File: src/rtl/dwr_pkg.sv
`default_nettype none
package dwr_pkg;

    localparam int unsigned VALUE_W = 32;
    localparam int unsigned FILL_W  = 5;
    localparam int unsigned OUT_TDATA_W = 40;

    // operation carried in the input tuser
    typedef enum logic [1:0] {
        OP_PUSH_BACK  = 2'd0,
        OP_POP_FRONT  = 2'd1,
        OP_POP_BACK   = 2'd2,
        OP_REMOVE     = 2'd3
    } t_op;

    // result status carried in the output tuser
    typedef enum logic [1:0] {
        ST_OK      = 2'd0,
        ST_EMPTY   = 2'd1,
        ST_NOMATCH = 2'd2,
        ST_FULL    = 2'd3
    } t_status;

    // per-cell control from the top level
    typedef struct packed {
        logic in_range;
        logic load;
        logic pop_front;
        logic remove;
    } t_cell_ctl;

endpackage
`default_nettype wire

File: src/rtl/dwr_cell.sv
`default_nettype none
module dwr_cell (
    input  wire logic                         i_clk,
    input  wire dwr_pkg::t_cell_ctl           i_ctl,
    input  wire logic [dwr_pkg::VALUE_W-1:0]  i_value,
    input  wire logic [dwr_pkg::VALUE_W-1:0]  i_right_data,
    input  wire logic                         i_found,
    output logic                              o_found,
    output logic [dwr_pkg::VALUE_W-1:0]       o_data
);
    import dwr_pkg::*;

    logic [VALUE_W-1:0] r_data;
    logic               hit;
    logic               shift;

    // match chain: set from the first matching cell onward
    assign hit     = i_ctl.in_range && (r_data == i_value);
    assign o_found = i_found || hit;
    assign shift   = i_ctl.pop_front || (i_ctl.remove && o_found);
    assign o_data  = r_data;

    // load at the back, or take the right neighbor to close a gap
    always_ff @(posedge i_clk) begin
        if (i_ctl.load) begin
            r_data <= i_value;
        end else if (shift) begin
            r_data <= i_right_data;
        end
    end

endmodule
`default_nettype wire

File: src/rtl/deque_with_remove_by_value.sv
// output: the result of each input transfer is registered on the output register
// throughput: one item per cycle while the receiver takes results; remove does
// its search and compaction in one pass along the row of cells
// reset: synchronous active low, clears the fill count and the output valid;
// cell contents are left as they are and only read below the fill count
`default_nettype none
module deque_with_remove_by_value #(
    parameter int unsigned DEPTH = 16
) (
    input  wire logic        i_clk,
    input  wire logic        i_rst_n,
    input  wire logic        i_s_axis_tvalid,
    output logic             o_s_axis_tready,
    input  wire logic [31:0] i_s_axis_tdata,   // [31:0] value
    input  wire logic [1:0]  i_s_axis_tuser,   // [1:0] mode
    output logic             o_m_axis_tvalid,
    input  wire logic        i_m_axis_tready,
    output logic [dwr_pkg::OUT_TDATA_W-1:0] o_m_axis_tdata, // [31:0] result_value, [36:32] fill_count
    output logic [1:0]       o_m_axis_tuser    // [1:0] status
);
    import dwr_pkg::*;

    localparam int unsigned CW = $clog2(DEPTH + 1);
    localparam int unsigned IW = (DEPTH > 1) ? $clog2(DEPTH) : 1;

    logic [CW-1:0]      r_count;
    logic [CW-1:0]      n_count;
    logic               r_out_valid;
    logic [VALUE_W-1:0] r_out_value;
    t_status            r_out_status;
    logic [FILL_W-1:0]  r_out_fill;

    logic               accept;
    t_op                op;
    logic               empty;
    logic               full;
    logic [CW-1:0]      last_pos;
    t_cell_ctl          cell_ctl [DEPTH];
    logic [VALUE_W-1:0] cell_data [DEPTH];
    logic               found [DEPTH+1];
    logic [VALUE_W-1:0] n_value;
    t_status            n_status;

    assign accept          = i_s_axis_tvalid && o_s_axis_tready;
    assign o_s_axis_tready = !r_out_valid || i_m_axis_tready;
    assign op              = t_op'(i_s_axis_tuser);
    assign empty           = (r_count == '0);
    assign full            = (r_count == CW'(DEPTH));
    assign last_pos        = r_count - CW'(1);

    // row of cells, front at index zero
    assign found[0] = 1'b0;
    for (genvar g = 0; g < DEPTH; g++) begin : g_cell
        logic [VALUE_W-1:0] right_data;
        if (g == DEPTH - 1) begin : g_end
            assign right_data = cell_data[g];
        end else begin : g_mid
            assign right_data = cell_data[g+1];
        end

        always_comb begin
            cell_ctl[g].in_range  = (CW'(g) < r_count);
            cell_ctl[g].load      = accept && (op == OP_PUSH_BACK) && !full
                                    && (r_count == CW'(g));
            cell_ctl[g].pop_front = accept && (op == OP_POP_FRONT) && !empty;
            cell_ctl[g].remove    = accept && (op == OP_REMOVE);
        end

        dwr_cell u_cell (
            .i_clk        (i_clk),
            .i_ctl        (cell_ctl[g]),
            .i_value      (i_s_axis_tdata),
            .i_right_data (right_data),
            .i_found      (found[g]),
            .o_found      (found[g+1]),
            .o_data       (cell_data[g])
        );
    end

    // result and next fill count
    always_comb begin
        n_value  = '0;
        n_status = ST_OK;
        n_count  = r_count;
        unique case (op)
            OP_PUSH_BACK: begin
                if (full) begin
                    n_status = ST_FULL;
                end else begin
                    n_count = r_count + CW'(1);
                end
            end
            OP_POP_FRONT: begin
                if (empty) begin
                    n_status = ST_EMPTY;
                end else begin
                    n_value = cell_data[0];
                    n_count = last_pos;
                end
            end
            OP_POP_BACK: begin
                if (empty) begin
                    n_status = ST_EMPTY;
                end else begin
                    n_value = cell_data[last_pos[IW-1:0]];
                    n_count = last_pos;
                end
            end
            OP_REMOVE: begin
                if (found[DEPTH]) begin
                    n_count = last_pos;
                end else begin
                    n_status = ST_NOMATCH;
                end
            end
            default: n_status = ST_OK;
        endcase
    end

    // fill count and output register
    always_ff @(posedge i_clk) begin
        if (!i_rst_n) begin
            r_count     <= '0;
            r_out_valid <= 1'b0;
        end else begin
            if (accept) begin
                r_count     <= n_count;
                r_out_valid <= 1'b1;
            end else if (i_m_axis_tready) begin
                r_out_valid <= 1'b0;
            end
        end
        if (accept) begin
            r_out_value  <= n_value;
            r_out_status <= n_status;
            r_out_fill   <= FILL_W'(n_count);
        end
    end

    assign o_m_axis_tvalid = r_out_valid;
    assign o_m_axis_tdata  = {3'b000, r_out_fill, r_out_value};
    assign o_m_axis_tuser  = r_out_status;

endmodule
`default_nettype wire

File: config.mk
export PLATFORM = sky130hd
export DESIGN_NAME = deque_with_remove_by_value
export DESIGN_NICKNAME = d
export VERILOG_FILES = /design/src/rtl/dwr_pkg.sv /design/src/rtl/dwr_cell.sv /design/src/rtl/deque_with_remove_by_value.sv
export SDC_FILE = /design/constraint.sdc
export NUM_CORES = 2
export LEC_CHECK = 0
export ABC_AREA = 1
export BUFFER_PORTS_ARGS = -buffer_cell sky130_fd_sc_hd__buf_2
export CORE_ASPECT_RATIO = 1.75
export CORE_MARGIN = 2
export CORE_UTILIZATION = 45
export DETAILED_ROUTE_END_ITERATION = 6
export MAX_ROUTING_LAYER = met4
export PLACE_DENSITY = 0.63
export SLEW_MARGIN = 20
export SYNTH_ARGS = -nofsm -noshare
export SYNTH_HDL_FRONTEND = slang
export SYNTH_SLANG_ARGS = --single-unit
File: constraint.sdc
create_clock -name i_clk -period 6.3 [get_ports i_clk]
set_input_delay 0.315 -clock i_clk [delete_from_list [all_inputs] [get_ports i_clk]]
set_output_delay 0.315 -clock i_clk [all_outputs]
set_load 0.02 [all_outputs]
# Word level (Yosys, flattened, before mapping)
# Index checks and enable logic that the tools add are counted.
classes:
  n_eq_ne: 35
  add_sub_neg: 2
  n_bitwise: 1
  n_lt_le_gt_ge: 17
  reduce_logical: 106
  mux: 46
ops:
  columns: ["operator", "n"]
  rows:
  - ["2-to-1 mux 32 bit", 34]
  - ["equality test 32 bit", 16]
  - ["binary-select mux 32 bit (select 4 bit)", 1]
  - ["case mux 32 bit (2 select lines)", 1]
  - ["logical AND 1 bit", 53]
  - ["equality test 5 x 4 -> 1 bit, second input constant", 8]
  - ["less-than comparator 4 x 5 -> 1 bit, first input constant", 8]
  - ["nonzero test 2 bit", 16]
  - ["logical OR 1 bit", 31]
  - ["equality test 5 x 3 -> 1 bit, second input constant", 4]
  - ["less-than comparator 3 x 5 -> 1 bit, first input constant", 4]
  - ["2-to-1 mux 5 bit", 3]
  - ["case mux 5 bit (3 select lines)", 1]
  - ["equality test 5 x 2 -> 1 bit, second input constant", 2]
  - ["less-than comparator 1 x 5 -> 1 bit, first input constant", 2]
  - ["less-than comparator 2 x 5 -> 1 bit, first input constant", 2]
  - ["case mux 2 bit (3 select lines)", 1]
  - ["adder 5 x 1 -> 5 bit, second input constant", 1]
  - ["equality test 5 x 1 -> 1 bit, second input constant", 1]
  - ["equality test 5 bit, second input constant", 1]
  - [">= comparator 5 bit, second input constant", 1]
  - ["logical NOT 5 bit", 1]
  - ["NOT 4 -> 5 bit", 1]
  - ["subtractor 5 x 1 -> 5 bit, second input constant", 1]
  - ["other kinds (7)", 13]
totals:
  ff_bits: 557
  input_bits: 38
  wordCells: 228
  out_inout_bits: 44

# Longest topological paths before layout
logic_depth:
  depth_word: 20
  mapped_depth: 25
  ltp_nobuf: 23

# Cells and area by module
# Synthesis repeated with hierarchy kept, for this count alone.
hier_totals:
  hier_cells: 5572
  hier_area_um2: 39774.4
by_module_without_submodules:
  columns: ["mod", "cells_each", "seq_area_each_um2", "area_per_inst_um2", "instances"]
  rows:
  - ["dwr_cell", 226, 960.9, 1895.6, 16]
  - ["deque_with_remove_by_value", 1956, 1291.2, 9445.3, 1]

# Least setup slack after synthesis
# No wires, ideal clock.
synth_timing:
  kind: "register to register"
  start: "reg r_out_valid (netlist: o_m_axis_tvalid)"
  end: "reg g_cell[15].u_cell.r_data[0], enable pin"
  path_buffers: 0
  t_required_ps: 5798
  setup_time_ps: 502
  stages_incl_launch_ff: 6
  period_less_slack_ps: 5308
  arrival_ps: 4805
  slack_ps: 992
  cell_sequence: "dfxtp_1 > nand2_1 > nand2_1 > clkinv_1 > nand2_1 > nor4_1"
synth_lines:
  columns: ["element", "line_no", "rtl"]
  rows:
  - ["from (decl)", "deque_with_remove_by_value.sv:28", "logic r_out_valid;"]
  - ["from (signal assigned)", "deque_with_remove_by_value.sv:124", "r_out_valid <= 1'b0;"]
  - ["from (signal assigned)", "deque_with_remove_by_value.sv:128", "r_out_valid <= 1'b1;"]
  - ["from (signal assigned)", "deque_with_remove_by_value.sv:130", "r_out_valid <= 1'b0;"]
  - ["to (signal assigned)", "dwr_cell.sv:26", "r_data <= i_value;"]
  - ["to (signal assigned)", "dwr_cell.sv:28", "r_data <= i_right_data;"]
  - ["to (decl)", "dwr_cell.sv:13", "logic [VALUE_W-1:0] r_data;"]

# Final worst setup path
layout_timing:
  start: "reg r_count[0]"
  end: "reg r_out_value[15], data pin"
layout_via:
  elab_chain_cells: 7
  word_cells_on_any_way: 9
  cone_classes: "add/sub (1); mux (6); bitwise (1); reduce/logical (1)"
layout_rtl:
  columns: ["element", "line_no", "rtl"]
  rows:
  - ["from (decl)", "deque_with_remove_by_value.sv:26", "logic [CW-1:0] r_count;"]
  - ["from (signal assigned)", "deque_with_remove_by_value.sv:127", "r_count <= n_count;"]
  - ["subtractor 5 x 1 -> 5 bit", "deque_with_remove_by_value.sv:49", "assign last_pos = r_count - CW'(1);"]
  - ["NOT 4 -> 5 bit (not written as such)", "deque_with_remove_by_value.sv:105", "n_value = cell_data[last_pos[IW-1:0]];"]
  - ["binary-select mux 32 bit (select 4 bit)", "deque_with_remove_by_value.sv:105", null]
  - ["2-to-1 mux 32 bit (not written as such) (2 in series)", "deque_with_remove_by_value.sv:105", null]
  - ["2-to-1 mux 32 bit", "deque_with_remove_by_value.sv:102", "if (empty) begin"]
  - ["case mux 32 bit (2 select lines) *", "deque_with_remove_by_value.sv:85", "unique case (op)"]
  - ["via n_value[15]", "deque_with_remove_by_value.sv:41", "logic [VALUE_W-1:0] n_value;"]
  - ["to (signal assigned)", "deque_with_remove_by_value.sv:134", "r_out_value <= n_value;"]
  - ["to (decl)", "deque_with_remove_by_value.sv:29", "logic [VALUE_W-1:0] r_out_value;"]
# The timed path passes the listed nets; every way through them passes the cells marked *. The select of a mux whose other input is x is not followed.
# A chain may end at the register's enable or synchronous reset.

==> results.py <==
metrics = {
    "floorplanning": {
        "dieArea_sq_mm": 0.0787,
        "initial_utilization": 0.453,
        "die_width_microns": 213,
        "coreArea_sq_mm": 0.0760,
        "fp-row-count": 134,
        "chipHeight_microns": 370,
        "io_pins": 82,
    },
    "pwr": {
        "ir_worst_vdd_v": 0.000221,
        "power_uw": 10400,
        "cellPowerDensity_mw_per_mm2": 276,
        "p_leak_uw": 0.0147,
    },
    "clocking": {
        "ctsLongestPathBuffers": 3,
        "clock-sinks": 557,
        "numCtsBuffers": 57,
        "clk_latency_ns": 0.69,
        "cts_tree": "yes",
        "cts.htree.levels": 2,
        "path_clk_slew_ns": 0.07,
        "cts_setup_buffers": 0,
        "cts_root_buffer": "clkbuf_16",
    },
    "route": {
        "drt-initial-drc-count": 5731,
        "via_per_inst": 6.58,
        "ant_nets": 0,
        "wl_microns": 181000,
        "first_pass_iters": 7,
        "num_vias": 33900,
        "wire_per_inst_microns": 35.1,
        "route.detailed.drc": 9,
    },
    "cells_and_area": {
        "finish.net_count": 4106,
        "layoutNonFillerInstCount": 5153,
        "final_area_sq_mm": 0.0376,
        "syn_to_final_growth_pct": 9.49,
        "drive_gt1_frac": 0.0830,
    },
    "place": {
        "dp_hpwl_microns": 125000,
        "gp_congestion": 1.15,
        "io_buffers": 78,
        "place_area_sq_mm": 0.0354,
        "placed_cells": 5014,
    },
    "yosys": {
        "ys_seq_area_frac": 0.485,
        "synth_warnings": 0,
        "synth_area_sq_mm": 0.0344,
        "synth_edf_count": 551,
        "synth_ff_type": "edfxtp_1",
        "synth_cell_types": 53,
        "synth_cells": 4196,
        "avgSynthCellArea_sq_um": 8.19,
        "async_flop_share": 0,
        "synth-seq-cells": 557,
    },
    "worst_setup_path": {
        "critPathKind": "register to register",
        "worstPathArrival_ns": 4.79,
        "crit_path_end_kind": "register",
        "path_max_fanout": 137,
        "critPathLaunchType": "register",
        "required_ns": 6.69,
    },
    "job": {
        "maxCapViolations": 0,
    },
    "global_route": {
        "overflow": 0,
        "antenna_found_initial": 23,
        "grt_use_total": 0.483,
        "grt_pass1_vias": 31600,
        "grt_pass1_wl_microns": 252000,
        "grt_max_degree": 145,
    },
    "timing": {
        "layout_min_cycle_time_ns": 4.40,
        "fin_crit_sh": 0.698,
        "clock_skew_ns": 0.0395,
        "hold_violations": 0,
        "holdWs_ns": 0.145,
        "finalSetupTns_ns": 0,
        "max_slew_margin": 0.123,
        "fmax_mhz": 227,
        "setup_violations": 0,
        "max_slew.worst_pin.slew_ns": 1.31,
        "drv_slew": 0,
        "rsz0062_at_grt": "false",
    },
    "run_status": {
        "violations": "DRC",
        "status": "finished with violations",
    },
    "min_path": {
        "hp-class": "input pin to register",
    },
}
-- layout make-up --
type	count	area (sq um)
Multi-Input combinational cell	2998	15400
Antenna cell	27	67.6
Timing Repair Buffer	154	1090
Sequential cell	557	16700
Tap cell	1020	1280
Clock buffer	70	1560
Clock inverter	37	442
Inverter	290	1110
Fill cell	7397	38300
-- path summary, 6_finish.rpt --
path | startpoint | to | slack (ns) | cells after the start
hold / removal | i_s_axis_tvalid | o_m_axis_tvalid$_SDFFE_PN0P_ | 0.15 | 3
setup reg to reg | r_count[0]$_SDFFE_PN0P_ | r_out_value[15]$_DFFE_PP_ | 1.90 | 7
setup / recovery | r_count[0]$_SDFFE_PN0P_ | r_out_value[15]$_DFFE_PP_ | 1.90 | 7
hold reg to reg | o_m_axis_tvalid$_SDFFE_PN0P_ | o_m_axis_tvalid$_SDFFE_PN0P_ | 0.51 | 2
-- worst max-delay path: stages, from the launching register on --
cell and delay (ns):
dfxtp_4 0.47, inv_8 0.52, buf_4 0.73, nand2_1 0.27, xor2_4 0.56, inv_2 0.41
o311ai_0 0.88, a21oi_1 0.13
-- metal layers --
metal,vias to the layer above,share of wire,GRT usage
met5,-,0,-
met4,0,0.14,0.475
met3,1096,0.11,0.165
met2,2738,0.46,0.729
met1,15800,0.30,0.477
li1,14300,-,-
-- cells in the mapped netlist, types with 4 or more instances --
| library cell | n | share of area |
|---|---|---|
| nand4_1 | 70 | 0.013 |
| dfxtp_1 | 6 | 0.0035 |
| inv_2 | 24 | 0.0026 |
| nor2_1 | 191 | 0.021 |
| ha_1 | 10 | 0.0036 |
| clkbuf_1 | 246 | 0.027 |
| xnor2_1 | 104 | 0.026 |
| nor2_4 | 4 | 0.0013 |
| a21oi_1 | 213 | 0.031 |
| inv_1 | 257 | 0.028 |
| nand3_1 | 197 | 0.029 |
| a221oi_1 | 8 | 0.0020 |
| edfxtp_1 | 551 | 0.48 |
| o211ai_1 | 40 | 0.0087 |
| clkinv_1 | 7 | 0.00076 |
| nand2_1 | 1031 | 0.11 |
| o22ai_1 | 107 | 0.019 |
| a211oi_1 | 13 | 0.0028 |
| buf_1 | 23 | 0.0025 |
| o21ai_0 | 747 | 0.11 |
| or2_2 | 4 | 0.00073 |
| o21ai_1 | 5 | 0.00073 |
| o2111ai_1 | 15 | 0.0038 |
| buf_4 | 17 | 0.0037 |
| nor4_1 | 44 | 0.0080 |
| nor3_1 | 22 | 0.0032 |
| buf_2 | 64 | 0.0093 |
| o311ai_0 | 7 | 0.0018 |
| xor2_1 | 131 | 0.033 |
-- registers in the layout, indices dropped and copies added, names as in the netlist --
register              cells
o_m_axis_tuser            2
r_out_fill                5
g_cell.u_cell.o_data    512
r_out_value              32
r_count                   5
o_m_axis_tvalid           1
-- kinds of logic after synthesis --
family	synth area share
and+or+nand+nor	0.194
AOI/OAI and AO/OA	0.182
buffers and inverters	0.0752
DFF	0.485
xor gates and xnor gates	0.0599
adders and majority gates	0.00364
other	0.000109
-- per-stage QoR --
| step | utilization | worst slack [ns] |
|---|---|---|
| floorplan | - | 0.992 |
| global placement | 0.465 | 1.58 |
| CTS | 0.492 | 2.01 |
| detailed placement | 0.465 | 1.85 |
| global route | 0.495 | 1.75 |
| finish | 0.496 | 1.90 |
-- power breakdown --
part | internal, uW | total [uW] | switching (uW)
registers | 4220 | 4370 | 151
clock network | 2160 | 3820 | 1660
logic | 506 | 2200 | 1700
-- what timing repair did --
item,in CTS,in global routing
hold endpoints to repair,2,0
resized for setup,0,0
setup endpoints to repair,0,0
hold buffers,2,0
-- cell usage in the layout, fill, tap and decap left out, drive strengths merged, types with 13 or more instances in the layout --
master and count:
inv 286, buf 151, a211oi 13, clkinv 28, nand4 73, nor2 198
diode 27, nor4 44, clkbuf 71, nand2 1032, o21ai 753, o211ai 40
o22ai 107, a21oi 213, o2111ai 15, xor2 131, edfxtp 551, nor3 22
xnor2 104, nand3 199
Power figures use the tool's default switching activity.
